`config.mk`:
```
export PLATFORM = sky130hd
export DESIGN_NAME = ptcal_div
export DESIGN_NICKNAME = d
export VERILOG_FILES = /design/src/hdl/ptcal_pkg.sv /design/src/hdl/ptcal_div.sv
export SDC_FILE = /design/constraint.sdc
export NUM_CORES = 1
export LEC_CHECK = 0
export BUFFER_PORTS_ARGS = -buffer_cell sky130_fd_sc_hd__buf_2
export CELL_PAD_IN_SITES_DETAIL_PLACEMENT = 0
export CELL_PAD_IN_SITES_GLOBAL_PLACEMENT = 1
export CORE_MARGIN = 2
export CORE_UTILIZATION = 49
export CTS_CLUSTER_SIZE = 8
export DETAILED_ROUTE_END_ITERATION = 8
export PLACE_DENSITY_LB_ADDON = 0.1
export SYNTH_ARGS = -nofsm -noshare
export SYNTH_HDL_FRONTEND = slang
export SYNTH_SLANG_ARGS = --single-unit
```
`constraint.sdc`:
```
create_clock -name clk_i -period 6.6 [get_ports clk_i]
set_input_delay 0.99 -clock clk_i [delete_from_list [all_inputs] [get_ports clk_i]]
set_output_delay 0.99 -clock clk_i [all_outputs]
set_load 0.005 [all_outputs]
```
`src/hdl/ptcal_pkg.sv`:
```
// Package for the two-point pressure calibration block with window averaging.
// Holds field widths, calibration constants, register indexes and the divider request type.
// No dependencies.
`default_nettype none

package ptcal_pkg;

  localparam int SAMPLE_W = 12;
  localparam int PRESS_W  = 16;
  localparam int SUM_W    = 18;
  localparam int GAIN_W   = 16;
  localparam int LINE_W   = 30;
  localparam int DVD_W    = 28;
  localparam int DVS_W    = 16;
  localparam int STEP_W   = 5;
  localparam int CFG_IDX_W = 1;

  localparam int SPAN_UNITS      = 40000;
  localparam int LOW_POINT_UNITS = 20000;
  localparam int SCALE_DIV       = 1000;
  localparam int WINDOW_DEF      = 4;

  localparam int GAIN_STEPS = GAIN_W;

  // A non-negative line value has at most DVD_W bits, so a rounded-up reciprocal of
  // DVD_W + 1 bits with this shift gives the exact quotient by SCALE_DIV.
  localparam int SCALE_SH      = DVD_W + $clog2(SCALE_DIV);
  localparam int SCALE_RECIP_W = DVD_W + 1;
  localparam logic [SCALE_RECIP_W-1:0] SCALE_RECIP = SCALE_RECIP_W'(
    ((64'd1 << SCALE_SH) + 64'(SCALE_DIV) - 64'd1) / 64'(SCALE_DIV));

  localparam logic [SAMPLE_W-1:0] CAL_HIGH_RST = '1;
  localparam logic [SAMPLE_W-1:0] CAL_LOW_RST  = '0;

  typedef enum logic [CFG_IDX_W-1:0] {
    REG_CAL_HIGH = 1'b0,
    REG_CAL_LOW  = 1'b1
  } cfg_reg_e;

  typedef struct packed {
    logic              start;
    logic [STEP_W-1:0] steps;
  } div_req_t;

  typedef struct packed {
    logic busy;
    logic done;
  } div_stat_t;

endpackage

`default_nettype wire

```
`src/hdl/ptcal_div.sv`:
```
// Restoring divider that produces one quotient bit per cycle.
// Depends on ptcal_pkg for operand widths and the request and status types.
`default_nettype none

module ptcal_div import ptcal_pkg::*; (
  input  wire logic             clk_i,
  input  wire logic             rst_ni,
  input  wire div_req_t         req_i,
  input  wire logic [DVD_W-1:0] dividend_i,
  input  wire logic [DVS_W-1:0] divisor_i,
  output div_stat_t             stat_o,
  output logic [DVD_W-1:0]      quotient_o
);

  logic [DVD_W-1:0]  dvd_q;
  logic [DVS_W-1:0]  dvs_q;
  logic [DVS_W-1:0]  rem_q;
  logic [DVD_W-1:0]  quo_q;
  logic [STEP_W-1:0] cnt_q;
  logic              busy_q;
  logic              done_q;
  logic [DVS_W:0]    rem_sh;
  logic              fits;

  assign rem_sh = {rem_q, dvd_q[DVD_W-1]};
  assign fits   = rem_sh >= {1'b0, dvs_q};

  always_ff @(posedge clk_i or negedge rst_ni) begin
    if (!rst_ni) begin
      busy_q <= 1'b0;
      done_q <= 1'b0;
      cnt_q  <= '0;
    end else if (req_i.start) begin
      busy_q <= 1'b1;
      done_q <= 1'b0;
      cnt_q  <= req_i.steps;
    end else if (busy_q) begin
      cnt_q <= cnt_q - 1'b1;
      if (cnt_q == STEP_W'(1)) begin
        busy_q <= 1'b0;
        done_q <= 1'b1;
      end
    end else begin
      done_q <= 1'b0;
    end
  end

  always_ff @(posedge clk_i) begin
    if (req_i.start) begin
      dvd_q <= dividend_i << (STEP_W'(DVD_W) - req_i.steps);
      dvs_q <= divisor_i;
      rem_q <= '0;
      quo_q <= '0;
    end else if (busy_q) begin
      dvd_q <= {dvd_q[DVD_W-2:0], 1'b0};
      quo_q <= {quo_q[DVD_W-2:0], fits};
      if (fits) begin
        rem_q <= DVS_W'(rem_sh - {1'b0, dvs_q});
      end else begin
        rem_q <= rem_sh[DVS_W-1:0];
      end
    end
  end

  assign stat_o.busy = busy_q;
  assign stat_o.done = done_q;
  assign quotient_o  = quo_q;

endmodule

`default_nettype wire

```
# Word level (Yosys, flattened, before mapping)
# Index checks and enable logic that the tools add are counted.
# word_totals
output_inout_bits	30
mem_bits_rw	0
reg_bits	95
n_memories	0
latch_bits	0
in_bits	52
mem_bits_ro	0
wordCells	26
# classes
n_addsub	3
multipliers	0
eq_ne	2
n_bitwise	0
n_lt_le_gt_ge	1
shift	1
div	0
n_reduce_logical	1
n_mux	11
# op_table
cell	n
two-way mux 28 bit	2
left shift 28 x 5 -> 28 bit	1
greater-or-equal comparator 17 x 16 -> 1 bit	1
two-way mux 16 bit	1
subtractor 16 bit	1
two-way mux 5 bit	2
two-way mux 1 bit	6
equality test 5 x 1 -> 1 bit (second input constant)	1
subtractor 5 x 1 -> 5 bit (second input constant)	1
subtractor 5 bit (first input constant)	1
!= test 3 x 2 -> 1 bit (second input constant)	1
nonzero test 2 bit	1

# Logic depth before layout (Yosys ltp)
# logic_depth
word_depth	4
ltp_mapped	12
depth_no_buf	10

# Worst setup path before layout
# Ideal clock, no wire load.
# synth_timing
kind	input-to-reg
startpoint	input port req_i[0] in the netlist's numbering
endpoint	register dvd_q[20] (data pin)
arrival_ns	2.866
setup_ns	0.272
required_time_ns	6.328
setup_slack_ns	3.463
cell_stages	10
cell_sequence	buf_4 > inv_1 > ha_1 > buf_2 > buf_2 > mux4_2 > a211oi_1 > a21oi_1 > a22oi_1 > a21oi_1
# synth_via
elab_chain_cells	3
# synth_rtl
element	line_no	text
from (decl)	ptcal_div.sv:8	input wire div_req_t req_i,
subtractor 5 bit	ptcal_div.sv:50	dvd_q <= dividend_i << (STEP_W'(DVD_W) - req_i.steps);
left shift 28 x 5 -> 28 bit	ptcal_div.sv:50	
two-way mux 28 bit	ptcal_div.sv:49	if (req_i.start) begin
to (signal assigned)	ptcal_div.sv:50	
to (signal assigned)	ptcal_div.sv:55	dvd_q <= {dvd_q[DVD_W-2:0], 1'b0};
to (decl)	ptcal_div.sv:15	logic [DVD_W-1:0] dvd_q;
# No other way between the ends.
# A chain may end at the register's enable or synchronous reset.

# Worst setup path in the final report
# layout_timing
startpoint	input port req_i[0] in the netlist's numbering
endpoint	register dvd_q[25] (data pin)
# Same word-level chain as after synthesis.

==> impl_metrics.xml <==
<?xml version="1.0" encoding="UTF-8"?>
<metrics>
  <group name="route">
    <metric name="detail_route.wirelength" unit="microns">12500</metric>
    <metric name="drtIter0Drc" unit="">249</metric>
    <metric name="postRouteAntennaNets" unit="">0</metric>
    <metric name="first_pass_iters" unit="">6</metric>
    <metric name="dr_vias" unit="">4479</metric>
    <metric name="routedWlPerCell" unit="microns">15.7</metric>
    <metric name="post-route-drc-count" unit="">5</metric>
    <metric name="route.detailed.vias_per_inst" unit="">5.62</metric>
  </group>
  <group name="clock_network">
    <metric name="hold_buffers" unit="">0</metric>
    <metric name="cts_setup_buffers" unit="">0</metric>
    <metric name="numCtsBuffers" unit="">9</metric>
    <metric name="clk_pin_slew_worst_paths" unit="ns">0.07</metric>
    <metric name="ctsRootBufferMaster" unit="">clkbuf_16</metric>
    <metric name="cts_tree" unit="">built</metric>
    <metric name="cts.htree.levels" unit="">3</metric>
    <metric name="cts_repair_resize_count" unit="">0</metric>
    <metric name="cts.sink_count" unit="">95</metric>
    <metric name="cts_max_path_buffers" unit="">2</metric>
    <metric name="insertion_delay" unit="ns">0.36</metric>
  </group>
  <group name="finish">
    <metric name="final_layout_size_suffix_gt1_share" unit="%">21.7</metric>
    <metric name="insertedDiodeCount" unit="">0</metric>
    <metric name="finish.cell_count_without_fillers" unit="">797</metric>
    <metric name="layout.core_utilization" unit="%">56.9</metric>
    <metric name="design.final.nets" unit="">721</metric>
    <metric name="areaGrowthSynthToFinish" unit="%">12.5</metric>
  </group>
  <group name="yosys">
    <metric name="number_of_cells_produced_by_synthesis" unit="">590</metric>
    <metric name="synth_top_family_by_area" unit="">compound AO/OA/AOI/OAI gates</metric>
    <metric name="ys_types" unit="">63</metric>
    <metric name="synth_edf_count" unit="">44</metric>
    <metric name="yosys_warnings" unit="">0</metric>
    <metric name="synthSimpleGateAreaFrac" unit="%">12.4</metric>
    <metric name="fraction_of_synthesized_area_in_multiplexers" unit="%">16.6</metric>
    <metric name="synth-compound-area-share" unit="%">16.7</metric>
    <metric name="sequential_share_of_the_synthesized_area" unit="%">40.8</metric>
    <metric name="postSynthRegisterBits" unit="">95</metric>
    <metric name="syn-num-nets" unit="">662</metric>
    <metric name="synthXorXnorAreaFrac" unit="%">2.71</metric>
    <metric name="synth_async_reset_ratio" unit="%">7.37</metric>
    <metric name="syn_avg_cell_area" unit="sq um">9.87</metric>
    <metric name="post_synth_fa_ha_maj_area_fraction" unit="%">4.43</metric>
    <metric name="syn_area" unit="sq um">5820</metric>
    <metric name="synth_ff_type" unit="">edfxtp_1</metric>
  </group>
  <group name="run_status">
    <metric name="failed_checks" unit="">DRC</metric>
    <metric name="run_status" unit="">complete, but fails checks</metric>
  </group>
  <group name="setup_path">
    <metric name="crit_buf_inv" unit="">2</metric>
    <metric name="cp_max_fo" unit="">31</metric>
    <metric name="required" unit="ns">6.66</metric>
    <metric name="path_class" unit="">in2reg</metric>
    <metric name="worst-endpoint-arrival" unit="ns">4.27</metric>
    <metric name="type_of_element_launching_the_critical_path" unit="">primary input</metric>
    <metric name="cp_slowest_cell" unit="">ha_1</metric>
    <metric name="cp_top_family" unit="">adder cells</metric>
    <metric name="worstPathCellList" unit="">buf_2 -&gt; inv_1 -&gt; ha_1 -&gt; mux4_2 -&gt; mux2i_1 -&gt; nor2_1 -&gt; a21oi_1 -&gt; nor2_1 -&gt; a31oi_1 -&gt; a21oi_1</metric>
    <metric name="setup.worst_path.end_class" unit="">register</metric>
    <metric name="critPathMaxStageDelay" unit="ns">1.08</metric>
  </group>
  <group name="hold_path">
    <metric name="worst_hold_check_path_type" unit="">in2async</metric>
  </group>
  <group name="global_routing">
    <metric name="grt_remaining_overflow" unit="">0</metric>
    <metric name="vias_in_the_first_global_route" unit="">4315</metric>
    <metric name="antenna_found_initial" unit="">0</metric>
    <metric name="wire_length_of_the_first_global_routing_pass" unit="microns">21000</metric>
    <metric name="grt_max_degree" unit="">100</metric>
    <metric name="global_route_usage_sum" unit="%">20.5</metric>
  </group>
  <group name="floorplanning">
    <metric name="floorplan.die_area" unit="sq um">12800</metric>
    <metric name="io_pins" unit="">82</metric>
    <metric name="die_height" unit="microns">113</metric>
    <metric name="initial_core_util" unit="%">50.6</metric>
    <metric name="die_x" unit="microns">113</metric>
    <metric name="core-area" unit="sq um">11500</metric>
    <metric name="rows" unit="">39</metric>
  </group>
  <group name="power_and_ir_drop">
    <metric name="overall_power" unit="mW">1.65</metric>
    <metric name="total_leakage_power" unit="nW">2.99</metric>
    <metric name="worst_ir_drop_vdd" unit="V">0.000125</metric>
    <metric name="power_density_cells" unit="nW/um^2">251</metric>
  </group>
  <group name="place">
    <metric name="buffer_ports.inserted" unit="">81</metric>
    <metric name="placedCellCount" unit="">781</metric>
    <metric name="place.gp.congestion" unit="">0.865</metric>
    <metric name="place_ws" unit="ns">1.96</metric>
    <metric name="detailedPlacementHpwl" unit="microns">9090</metric>
  </group>
  <group name="sta">
    <metric name="period_utilization" unit="%">63.8</metric>
    <metric name="setup_ws" unit="ns">2.39</metric>
    <metric name="max_freq" unit="MHz">237</metric>
    <metric name="slew_viol_final" unit="">0</metric>
    <metric name="fin_skew" unit="ns">0.0130</metric>
    <metric name="layout_min_cycle_time" unit="ns">4.21</metric>
    <metric name="timing.final.hold_violations" unit="">0</metric>
    <metric name="grt_setup_unrepaired" unit="">false</metric>
    <metric name="fin_tns_setup" unit="ns">0</metric>
    <metric name="worstMarginPinSlew" unit="ns">1.06</metric>
    <metric name="final-setup-viol-count" unit="">0</metric>
    <metric name="slew_headroom" unit="%">29.2</metric>
  </group>
  <group name="run">
    <metric name="maxCapViolCount" unit="">0</metric>
  </group>
</metrics>
final cells by class:
cell class / instances / area (sq um)
tap: 143 / 179
timing repair buffer: 87 / 453
fill: 1044 / 4960
inverter: 44 / 165
multi-input combinational: 412 / 3080
clock buffer: 11 / 254
clock inverter: 5 / 43.8
sequential: 95 / 2380
worst paths after layout:
kind / startpoint / endpoint / slack [ns] / depth (start not counted)
worst max-delay path: req_i[0] / dvd_q[25]$_DFFE_PP_ / 2.39 / 10
worst min-delay path: rst_ni / cnt_q[4]$_DFFE_PN0P_ / 0.47 / 1
worst max register to register: dvs_q[1]$_DFFE_PP_ / rem_q[11]$_SDFFE_PP0P_ / 4.10 / 9
worst min register to register: rem_q[6]$_SDFFE_PP0P_ / rem_q[6]$_SDFFE_PP0P_ / 0.49 / 2
max in group asynchronous: rst_ni / busy_q$_DFF_PN0_ / 5.95 / 1
min in group clk_i: rem_q[6]$_SDFFE_PP0P_ / rem_q[6]$_SDFFE_PP0P_ / 0.49 / 2
layout by cell type (no fill, tap or decap), types with 3 or more instances in the layout:
cell type / netlist / layout
o22ai_1: 15 / 15
dfxtp_1: 44 / 44
a31oi_1: 8 / 8
xor2_1: 12 / 11
o221ai_1: 4 / 4
nor2b_1: 3 / 3
dfrtp_1: 7 / 6
ha_1: 19 / 19
nand3_1: 8 / 8
or2_2: 3 / 3
buf_4: 5 / 7
xnor2_1: 6 / 6
o211ai_1: 3 / 3
a211oi_1: 14 / 14
a32oi_1: 5 / 5
nor3_1: 5 / 5
inv_1: 44 / 44
nand4_1: 3 / 3
o31a_1: 3 / 3
a22oi_1: 4 / 4
a21o_1: 6 / 6
nand2_1: 45 / 45
mux4_2: 20 / 20
o21ai_1: 4 / 4
nand2b_1: 9 / 9
mux2i_1: 48 / 48
o21ai_0: 24 / 24
mux2_2: 3 / 3
buf_2: 8 / 80
a21oi_1: 37 / 37
clkbuf_16: 0 / 10
edfxtp_1: 44 / 44
nor2_1: 66 / 66
o21a_1: 3 / 3
logic make-up (layout without fill, tap and decap cells):
kind of cell               after synthesis  after routing
and+or+nand+nor                        157            157
AOI/OAI and AO/OA                      146            146
muxes                                   71             71
DFF                                     95             95
xor gates and xnor gates                18             18
adders and majority gates               20             20
buffers and inverters                   83            147
layer usage:
metal  GRT usage, %  up-vias  wire [microns]
met4           7.24        0             217
met2           34.2      101            6000
met3           4.23       18             518
met1           26.7     2100            5800
met5              0        -               0
li1               -     2260               -
sequential cells by signal, indices dropped and copies added (netlist names):
| register | cells |
|---|---|
| rem_q | 16 |
| done_q | 1 |
| quotient_o | 28 |
| cnt_q | 5 |
| dvd_q | 28 |
| busy_q | 1 |
| dvs_q | 16 |
cell usage after synthesis (all sizes together), types with 5 or more instances:
master / count / area share [%]
a211oi: 15 / 2.0
a21o: 6 / 0.77
a21oi: 37 / 3.2
a31oi: 8 / 0.86
a32oi: 5 / 0.75
and2: 5 / 0.58
buf: 19 / 2.3
clkbuf: 20 / 1.3
dfrtp: 7 / 3.0
dfxtp: 44 / 15
edfxtp: 44 / 23
ha: 19 / 4.1
inv: 44 / 2.8
mux2i: 48 / 8.2
mux4: 20 / 7.7
nand2: 46 / 3.1
nand2b: 9 / 0.97
nand3: 8 / 0.69
nor2: 66 / 4.3
nor3: 5 / 0.43
o21ai: 30 / 2.8
o22ai: 15 / 1.6
xnor2: 6 / 0.90
xor2: 12 / 1.8
report_power, final:
part           switching (mW)  internal [mW]
clock network           0.237          0.285
registers              0.0268          0.681
logic                   0.239          0.178
stage by stage:
step	cell area [sq um]	hold slack (ns)
global route	6560	0.474
detailed placement	6260	0.485
CTS	6560	0.459
floorplan	5820	0.450
finish	6560	0.469
global placement	6260	0.470
(Power assumes the default switching activity.)
